### config.mk
export PLATFORM = sky130hd
export DESIGN_NAME = thr_front
export DESIGN_NICKNAME = d
export VERILOG_FILES = /design/src/rtl/core/thr_pkg.sv /design/src/rtl/core/thr_front.sv
export SDC_FILE = /design/constraint.sdc
export NUM_CORES = 1
export LEC_CHECK = 0
export ABC_AREA = 1
export ABC_CLOCK_PERIOD_IN_PS = 9900
export BUFFER_PORTS_ARGS = -buffer_cell sky130_fd_sc_hd__clkbuf_2
export CAP_MARGIN = 20
export CORE_ASPECT_RATIO = 1.75
export CORE_MARGIN = 1
export CORE_UTILIZATION = 30
export DETAILED_ROUTE_END_ITERATION = 16
export PLACE_DENSITY = 0.51
export SETUP_SLACK_MARGIN = 0.1
export SYNTH_ARGS = -nofsm -noshare
export SYNTH_HDL_FRONTEND = slang
export SYNTH_SLANG_ARGS = --single-unit
export TNS_END_PERCENT = 5
### constraint.sdc
create_clock -name clk -period 9.9 [get_ports clk]
set_input_delay 0 -clock clk [delete_from_list [all_inputs] [get_ports clk]]
set_output_delay 0 -clock clk [all_outputs]
set_load 0.02 [all_outputs]
### src/rtl/core/thr_pkg.sv
package thr_pkg;

    // Ring geometry.
    localparam int DEPTH = 128;
    localparam int POS_W = (DEPTH > 1) ? $clog2(DEPTH) : 1;
    localparam int CNT_W = $clog2(DEPTH + 1);

    // Field widths of a command word and a result word.
    localparam int CMD_W = 2;
    localparam int OBJ_W = 32;
    localparam int PAY_W = 64;
    localparam int FRM_W = 32;
    localparam int AGE_W = 7;
    localparam int HC_W  = 8;

    // Common width for comparing an age against the held count.
    localparam int CMP_W = (AGE_W > CNT_W) ? AGE_W : CNT_W;

    // Command queue between the front and the back; a power of two.
    localparam int QUEUE_DEPTH = 2;
    localparam int QPTR_W      = $clog2(QUEUE_DEPTH);
    localparam int QCNT_W      = $clog2(QUEUE_DEPTH + 1);

    // Command codes.
    typedef enum logic [CMD_W-1:0] {
        CMD_PUSH   = 2'd0,
        CMD_EXPIRE = 2'd1,
        CMD_READ   = 2'd2,
        CMD_CLEAR  = 2'd3
    } thr_cmd_t;

    // One command word as it travels through the queue.
    typedef struct packed {
        thr_cmd_t         command;
        logic [OBJ_W-1:0] object_handle;
        logic [PAY_W-1:0] payload;
        logic [FRM_W-1:0] frame_stamp;
        logic [AGE_W-1:0] age;
    } thr_item_t;

    // One ring entry as stored in memory.
    typedef struct packed {
        logic [OBJ_W-1:0] object_handle;
        logic [PAY_W-1:0] payload;
        logic [FRM_W-1:0] frame_stamp;
    } thr_entry_t;

    localparam int ENTRY_W = $bits(thr_entry_t);

    // Next ring position, with wrap.
    function automatic logic [POS_W-1:0] pos_inc(input logic [POS_W-1:0] pos);
        logic [POS_W-1:0] res;
        if (pos == POS_W'(DEPTH - 1))
        begin
            res = '0;
        end
        else
        begin
            res = pos + POS_W'(1);
        end
        return res;
    endfunction

    // Previous ring position, with wrap.
    function automatic logic [POS_W-1:0] pos_dec(input logic [POS_W-1:0] pos);
        logic [POS_W-1:0] res;
        if (pos == '0)
        begin
            res = POS_W'(DEPTH - 1);
        end
        else
        begin
            res = pos - POS_W'(1);
        end
        return res;
    endfunction

    // Slot that lies back pushes behind newest; back is below DEPTH.
    function automatic logic [POS_W-1:0] pos_back(input logic [POS_W-1:0] newest,
                                                  input logic [POS_W-1:0] back);
        logic [POS_W:0] sum;
        if (back > newest)
        begin
            sum = {1'b0, newest} + (POS_W+1)'(DEPTH) - {1'b0, back};
        end
        else
        begin
            sum = {1'b0, newest} - {1'b0, back};
        end
        return sum[POS_W-1:0];
    endfunction

    // True when an age addresses a held entry.
    function automatic logic age_held(input logic [AGE_W-1:0] age,
                                      input logic [CNT_W-1:0] count);
        return CMP_W'(age) < CMP_W'(count);
    endfunction

    // Age reduced to a ring offset; only meaningful when the age is held.
    function automatic logic [POS_W-1:0] age_pos(input logic [AGE_W-1:0] age);
        logic [CMP_W-1:0] wide;
        wide = CMP_W'(age);
        return wide[POS_W-1:0];
    endfunction

endpackage

### src/rtl/core/thr_front.sv
module thr_front (
    input  logic                      clk,
    input  logic                      rst_n,
    input  logic                      start,
    output logic                      busy,
    input  logic [thr_pkg::CMD_W-1:0] command,
    input  logic [thr_pkg::OBJ_W-1:0] object_handle,
    input  logic [thr_pkg::PAY_W-1:0] payload,
    input  logic [thr_pkg::FRM_W-1:0] frame_stamp,
    input  logic [thr_pkg::AGE_W-1:0] age,
    output logic                      item_valid,
    output thr_pkg::thr_item_t        item,
    input  logic                      item_pop
);

    import thr_pkg::*;

    thr_item_t         q_reg [QUEUE_DEPTH];
    logic [QPTR_W-1:0] wr_ptr_reg;
    logic [QPTR_W-1:0] wr_ptr_next;
    logic [QPTR_W-1:0] rd_ptr_reg;
    logic [QPTR_W-1:0] rd_ptr_next;
    logic [QCNT_W-1:0] q_cnt_reg;
    logic [QCNT_W-1:0] q_cnt_next;
    logic              accept;
    logic              take;
    thr_item_t         in_word;

    // Decode the command word into its typed form.
    always_comb
    begin
        in_word.command       = thr_cmd_t'(command);
        in_word.object_handle = object_handle;
        in_word.payload       = payload;
        in_word.frame_stamp   = frame_stamp;
        in_word.age           = age;
    end

    // The front holds off only when the queue is full.
    assign busy       = (q_cnt_reg == QCNT_W'(QUEUE_DEPTH));
    assign accept     = start && !busy;
    assign item_valid = (q_cnt_reg != '0);
    assign take       = item_pop && item_valid;
    assign item       = q_reg[rd_ptr_reg];

    // Queue pointer and occupancy update.
    always_comb
    begin
        wr_ptr_next = wr_ptr_reg;
        rd_ptr_next = rd_ptr_reg;
        q_cnt_next  = q_cnt_reg;
        if (accept)
        begin
            wr_ptr_next = wr_ptr_reg + QPTR_W'(1);
        end
        if (take)
        begin
            rd_ptr_next = rd_ptr_reg + QPTR_W'(1);
        end
        if (accept && !take)
        begin
            q_cnt_next = q_cnt_reg + QCNT_W'(1);
        end
        else if (take && !accept)
        begin
            q_cnt_next = q_cnt_reg - QCNT_W'(1);
        end
    end

    always_ff @(posedge clk or negedge rst_n)
    begin
        if (!rst_n)
        begin
            wr_ptr_reg <= '0;
            rd_ptr_reg <= '0;
            q_cnt_reg  <= '0;
        end
        else
        begin
            wr_ptr_reg <= wr_ptr_next;
            rd_ptr_reg <= rd_ptr_next;
            q_cnt_reg  <= q_cnt_next;
        end
    end

    // Queue storage needs no reset.
    always_ff @(posedge clk)
    begin
        if (accept)
        begin
            q_reg[wr_ptr_reg] <= in_word;
        end
    end

endmodule

==> metrics.cfg, run 1 <==
[status]
run_status = complete, no violations

[detailed_routing]
routed_via_density = 4.15
num_vias = 6836
drc_errors = 0
antenna_left = 0
number_of_drc_markers_after_the_initial_detailed_route_iteration = 276
drt-wirelength-per-cell_um = 14.7
finalWirelength_um = 24200
firstDrtPassIters = 4

[sta]
finalMaxSlewViolations = 0
timing.max_slew.rel_slack = 0.383
timing.setup.tns_ns = 0
fmax_mhz = 312
final_min_period_over_clock_period = 0.324
layout_min_cycle_time_ns = 3.21
final_hold_vio_count = 0
finalClockSkew_ns = 0.0178
report.final.setup_viol = 0
rsz0062_at_grt = no
worst-slew-pin-transition_ns = 0.926

[worst_setup_path]
critical_path_peak_fanout = 74
path_class = flop to output pin
critPathLaunchType = flop
endpoint_kind = output pin
arrival_ns = 3.21
regToRegStartpoint = q_cnt_reg[1]$_DFFE_PN0P_
startpoint = rd_ptr_reg$_DFFE_PN0P_
r2r_cells = 6
worst_ep_required_time_ns = 9.90
worst_r2r_endpoint = q_reg[0][57]$_DFFE_PP_
reg_to_reg_setup_timing_slack_ns = 7.26

[layout]
multiInputGateArea_um2 = 1650
area_growth_pct = 40.2
stdcell_area_um2 = 14300
final_cell_count_no_fill = 1648
number_of_flip_flops_under_the_largest_register_name = 274
filler_cell_count = 3175
layout.nets = 1314
post_route_cells_drive_above_1_share = 0.276
ff_latch_area_um2 = 8330
fin_util = 0.426

[placed_design]
buffer_ports.inserted = 279
placed_cell_areas_um2 = 12000
place.detailed.hpwl_um = 15100
place_inst = 1457
gpl.final_weighted_congestion = 0.741

[global_route]
grt_pass1_vias = 7059
largest_net_degree_at_the_start_of_global_routing = 83
grt.overflow.total = 0
first_pass_grt_wire_length_um = 36000
gr-max-usage-layer = met2
grtUsageMet3 = 0.0262
global_route_track_usage_on_met2 = 0.262
grt_use_total = 0.135
antenna_found_initial = 3
met1_usage_grt = 0.134

[pwr]
pwr_density_cell_nw_per_um2 = 291
p_total_mw = 4.17
peakVddDrop_mv = 0.194
leakagePower_nw = 6.10

[worst_hold_path]
min_to = q_reg[0][131]$_DFFE_PP_
worstHoldPathType = primary input to flop
min-delay-start = object_handle[28]
hold-path-cell-count = 2

[yosys]
synthesis.yosys.warnings = 0
synth_area_um2 = 10200
synth_cells = 747
yosysUniqueCellTypes = 15
synth_nets = 889
yosys_register_bits = 278
synth_seq_area_share = 0.815
post_synth.cell_area_avg_um2 = 13.7

[cts]
cts_resized = 0
clkLatencyLatePin_ns = 0.54
clockRootBuffer = clkbuf_16
tritoncts_clock_tree = done
cts_sinks = 278
buffers_from_clock_root_to_sink_at_most = 3
post-cts-setup-buffers = 0
clk_pin_slew_worst_paths_ns = 0.06
cts_inserted_buffers = 27
cts_hold_buffers = 141
htreeDepth = 1

[floorplan]
initial_utilization = 0.304
placeableCoreArea_um2 = 33600
io-pin-count = 280
fp-row-count = 89
floorplan.die.height_um = 246
die_x_um = 142
dieArea_um2 = 34800

[job]
max_cap_viol_count = 0

==> cell usage in the layout, fill, tap and decap left out, types with 3 or more instances in the layout <==
cell / count
clkbuf_16: 27
clkinv_1: 4
clkinvlp_4: 3
edfxtp_1: 274
buf_4: 6
clkbuf_2: 279
dlygate4sd3_1: 141
clkinv_2: 5
dfrtp_1: 3
nand2_1: 422
clkbuf_1: 4
inv_1: 6
bufinv_16: 4
==> layout make-up <==
| cell class | count | share of cell area |
|---|---|---|
| flip-flops and latches | 278 | 0.582 |
| diodes | 2 | 0.000349 |
| inverters | 8 | 0.00262 |
| repair buffers | 426 | 0.199 |
| clock inverters | 17 | 0.0134 |
| well taps | 455 | 0.0397 |
| clock buffers | 31 | 0.0482 |
| multi-input cells | 431 | 0.115 |
==> synth_stat cells <==
cell type | n | area share
o21ai_0 | 1 | 0.00049
edfxtp_1 | 274 | 0.81
nand4_1 | 1 | 0.00061
nor2_1 | 3 | 0.0011
ha_1 | 1 | 0.0012
clkbuf_1 | 1 | 0.00037
buf_6 | 10 | 0.011
xnor2_1 | 1 | 0.00086
nand2_1 | 422 | 0.16
nand3_1 | 2 | 0.00098
inv_2 | 1 | 0.00037
buf_4 | 4 | 0.0029
inv_1 | 7 | 0.0026
dfrtp_1 | 4 | 0.0098
buf_2 | 15 | 0.0073
==> layer usage <==
metal  vias up  part of all wire
met5         -           0.00083
met4         4             0.042
met3        59             0.049
met2       208              0.55
met1      3195              0.36
li1       3370                 -
==> how the worst max path moves through the flow <==
stage,slack [ns],cells after the start,endpoint
after CTS,6.55,5,item[58]
after floorplan,3.02,3,q_reg[1][0]$_DFFE_PP_
after global placement,7.16,5,item[83]
after global routing,6.39,5,item[49]
after detailed placement,7.16,5,item[58]
final,6.69,5,item[49]
==> power breakdown <==
group          internal [mW]  total [mW]  switching [mW]
sequential              1.61        1.71           0.101
clock                  0.603        1.03           0.426
combinational          0.398        1.43            1.03
total                   2.61        4.17            1.56
==> kinds of logic (layout without fill, tap and decap cells) <==
| logic type | Yosys count | count (layout) | share of synthesized area |
|---|---|---|---|
| flops | 278 | 278 | 0.815 |
| xor+xnor | 1 | 1 | 0.000857 |
| compound gates | 1 | 1 | 0.000489 |
| buf+inv | 38 | 482 | 0.0246 |
| other cells | 0 | 2 | 0 |
| simple gates | 428 | 428 | 0.158 |
| fa+ha+maj | 1 | 1 | 0.00122 |
==> through the flow <==
step                      setup WS (ns)  hold WS [ns]
after CTS                          6.55         0.152
after global placement             7.16        -0.184
after floorplan                    3.02        -0.296
after detailed placement           7.16        -0.183
after global routing               6.39         0.171
final                              6.69         0.191
==> critical path: stages, from the launching register on <==
cell,delay [ns]
dfrtp_4,0.74
inv_4,0.73
buf_4,0.67
nand2_1,0.11
nand2_1,0.11
clkbuf_2,0.17
(Power assumes the default switching activity.)
==> run 2, diff against run 1 <==
--- a/config.mk
+++ b/config.mk
@@ -6,7 +6,7 @@
 export NUM_CORES = 1
 export LEC_CHECK = 0
 export ABC_AREA = 1
-export ABC_CLOCK_PERIOD_IN_PS = 9900
+export ABC_CLOCK_PERIOD_IN_PS = 3100
 export BUFFER_PORTS_ARGS = -buffer_cell sky130_fd_sc_hd__clkbuf_2
 export CAP_MARGIN = 20
 export CORE_ASPECT_RATIO = 1.75
==> constraint.sdc (replaced) <==
create_clock -name clk -period 3.1 [get_ports clk]
set_input_delay 0 -clock clk [delete_from_list [all_inputs] [get_ports clk]]
set_output_delay 0 -clock clk [all_outputs]
set_load 0.02 [all_outputs]
==> run 2 against run 1 <==
Effect of this change:
- total power rose to 3.2 times the previous value
- sequential share of layout area about the same
- count of clock-buffer cells in the layout increased by 4
- combinational power rose to 3.4 times the previous value
- via count is 0.94% higher
- first-iteration DRC count rose by 4.7%
- critical path type unchanged
- largest cell class unchanged
==> metrics.cfg, run 2 (synthesis gave the netlist of run 1 again) <==
[status]
run_status = complete, no violations

[detailed_routing]
num_vias = 6900  ; +0.94%
routed_via_density = 4.19  ; +0.94%
drt-wirelength-per-cell_um = 15.0  ; +2.4%
number_of_drc_markers_after_the_initial_detailed_route_iteration = 289  ; +4.7%
firstDrtPassIters = 6  ; +2
finalWirelength_um = 24700  ; +2.4%
antenna_left = 0  ; unchanged
drc_errors = 0  ; unchanged

[cts]
cts_resized = 0  ; unchanged
cts_hold_buffers = 141  ; unchanged
cts_sinks = 278  ; unchanged
clockRootBuffer = clkbuf_16
post-cts-setup-buffers = 0  ; unchanged
clkLatencyLatePin_ns = 0.54  ; about the same
tritoncts_clock_tree = done
buffers_from_clock_root_to_sink_at_most = 3  ; unchanged
htreeDepth = 1  ; unchanged
cts_inserted_buffers = 27  ; unchanged
clk_pin_slew_worst_paths_ns = 0.06  ; about the same

[worst_setup_path]
r2r_cells = 6  ; unchanged
endpoint_kind = output pin
critical_path_peak_fanout = 37  ; -50%
regToRegStartpoint = q_cnt_reg[1]$_DFFE_PN0P_
worst_ep_required_time_ns = 3.10  ; -6.80 ns
critPathLaunchType = flop
startpoint = rd_ptr_reg$_DFFE_PN0P_
path_class = flop to output pin
reg_to_reg_setup_timing_slack_ns = 1.40  ; -5.86 ns
arrival_ns = 2.20  ; -1.01 ns
worst_r2r_endpoint = q_reg[0][79]$_DFFE_PP_

[sta]
finalMaxSlewViolations = 0  ; unchanged
timing.max_slew.rel_slack = 0.558  ; +0.175
finalClockSkew_ns = 0.0199  ; +0.00212 ns
timing.final.ws_setup_ns = 0.897  ; -5.80 ns
report.final.setup_viol = 0  ; unchanged
worst-slew-pin-transition_ns = 0.663  ; -0.263 ns
rsz0062_at_grt = no
hold-worst-slack_ns = 0.180  ; -0.0109 ns
final_min_period_over_clock_period = 0.711
layout_min_cycle_time_ns = 2.20
final_hold_vio_count = 0  ; unchanged
fmax_mhz = 454
timing.setup.tns_ns = 0  ; unchanged

[pwr]
seq_power_share = 0.404  ; -0.006
leakagePower_nw = 6.09  ; -0.20%
power.share.switching = 0.381  ; +0.00701
p_total_mw = 13.2  ; +220%
pwr_density_cell_nw_per_um2 = 920  ; +220%
internal-power_mw = 8.16  ; +210%
peakVddDrop_mv = 0.868  ; +350%
net-switching-power_mw = 5.02  ; +220%
combinational_fraction_of_design_power = 0.367  ; +0.024
share_clk_of_total_power = 0.229  ; -0.018

[layout]
ff_latch_area_um2 = 8330  ; unchanged
area_growth_pct = 40.3  ; about the same
layout.nets = 1315  ; +0.076%
fin_util = 0.426  ; about the same
final_cell_count_no_fill = 1648  ; unchanged
multiInputGateArea_um2 = 1660  ; +0.76%
stdcell_area_um2 = 14300  ; about the same
commonest_non_fill_non_tap_cell_in_the_layout = nand2_1
number_of_flip_flops_under_the_largest_register_name = 274  ; unchanged
filler_cell_count = 3235  ; +1.9%
most-common-layout-cells = nand2_1, clkbuf_2, edfxtp_1
post_route_cells_drive_above_1_share = 0.273  ; -0.00275

[floorplan]
io-pin-count = 280  ; unchanged
floorplan.die.height_um = 246  ; unchanged
initial_utilization = 0.304  ; unchanged
placeableCoreArea_um2 = 33600  ; unchanged
dieArea_um2 = 34800  ; unchanged
die_x_um = 142  ; unchanged
fp-row-count = 89  ; unchanged

[worst_hold_path]
worstHoldPathType = primary input to flop
hold-path-cell-count = 2  ; unchanged
min_to = q_reg[1][0]$_DFFE_PP_
min-delay-start = age[0]

[placed_design]
place.detailed.hpwl_um = 15400  ; +2.4%
buffer_ports.inserted = 279  ; unchanged
place_inst = 1458  ; +0.069%
place_ws_ns = 1.43  ; -5.72 ns
gpl.final_weighted_congestion = 0.741  ; about the same
placed_cell_areas_um2 = 12100  ; +0.78%

[global_route]
antenna_found_initial = 3  ; unchanged
grt_pass1_vias = 7005  ; -0.76%
grt.overflow.total = 0  ; unchanged
largest_net_degree_at_the_start_of_global_routing = 139  ; +67%
first_pass_grt_wire_length_um = 36800  ; +2.4%
grt_use_total = 0.140  ; +0.00438

[job]
max_cap_viol_count = 0  ; unchanged

==> run 2: changes by cell type in the layout (fill, tap and decap cells not counted), moves of 2 or more <==
cell and change:
nor2_1 -2, clkinv_2 -2, clkbuf_1 +4, bufinv_16 -3, buf_4 -5, buf_12 +6
clkinvlp_4 -2, clkinv_1 +3
==> run 2: worst max path at each step <==
stage	end	slack, ns
floorplan	q_reg[0][0]$_DFFE_PP_	-0.06
global placement	item[93]	1.45
detailed placement	item[93]	1.43
CTS	item[93]	0.83
global route	item[53]	0.74
finish	item[68]	0.90
==> run 2: critical path, cell delays in order (launching register included) <==
cell and delay (ns):
dfrtp_4 0.50, inv_4 0.34, buf_4 0.43, nand2_1 0.10, nand2_1 0.08, clkbuf_2 0.17
==> run 2: cell type report <==
type                    count  area share
diodes                      1    0.000175
clock buffers              35      0.0492
clock inverters            13     0.00637
inverters                   8     0.00253
multi-input cells         431       0.116
flip-flops and latches    278       0.581
well taps                 455      0.0397
repair buffers            427       0.205
==> run 2: metal layers <==
layer	part of all wire	wire (µm)	up-vias	track usage
met3	0.042	1040	73	0.0229
met1	0.36	8850	3242	0.139
li1	-	-	3376	-
met5	0.00085	21	-	0
met4	0.059	1460	4	0.0923
met2	0.54	13400	205	0.264
==> run 2: power by group through the flow <==
stage | Combinational [mW] | Clock, mW | Sequential, mW
floorplan | 3.09 | 0 | 5.41
global placement | 4.78 | 0 | 5.38
detailed placement | 4.81 | 0 | 5.40
CTS | 4.97 | 3.12 | 5.32
global route | 5.29 | 3.25 | 5.39
finish | 4.84 | 3.02 | 5.32
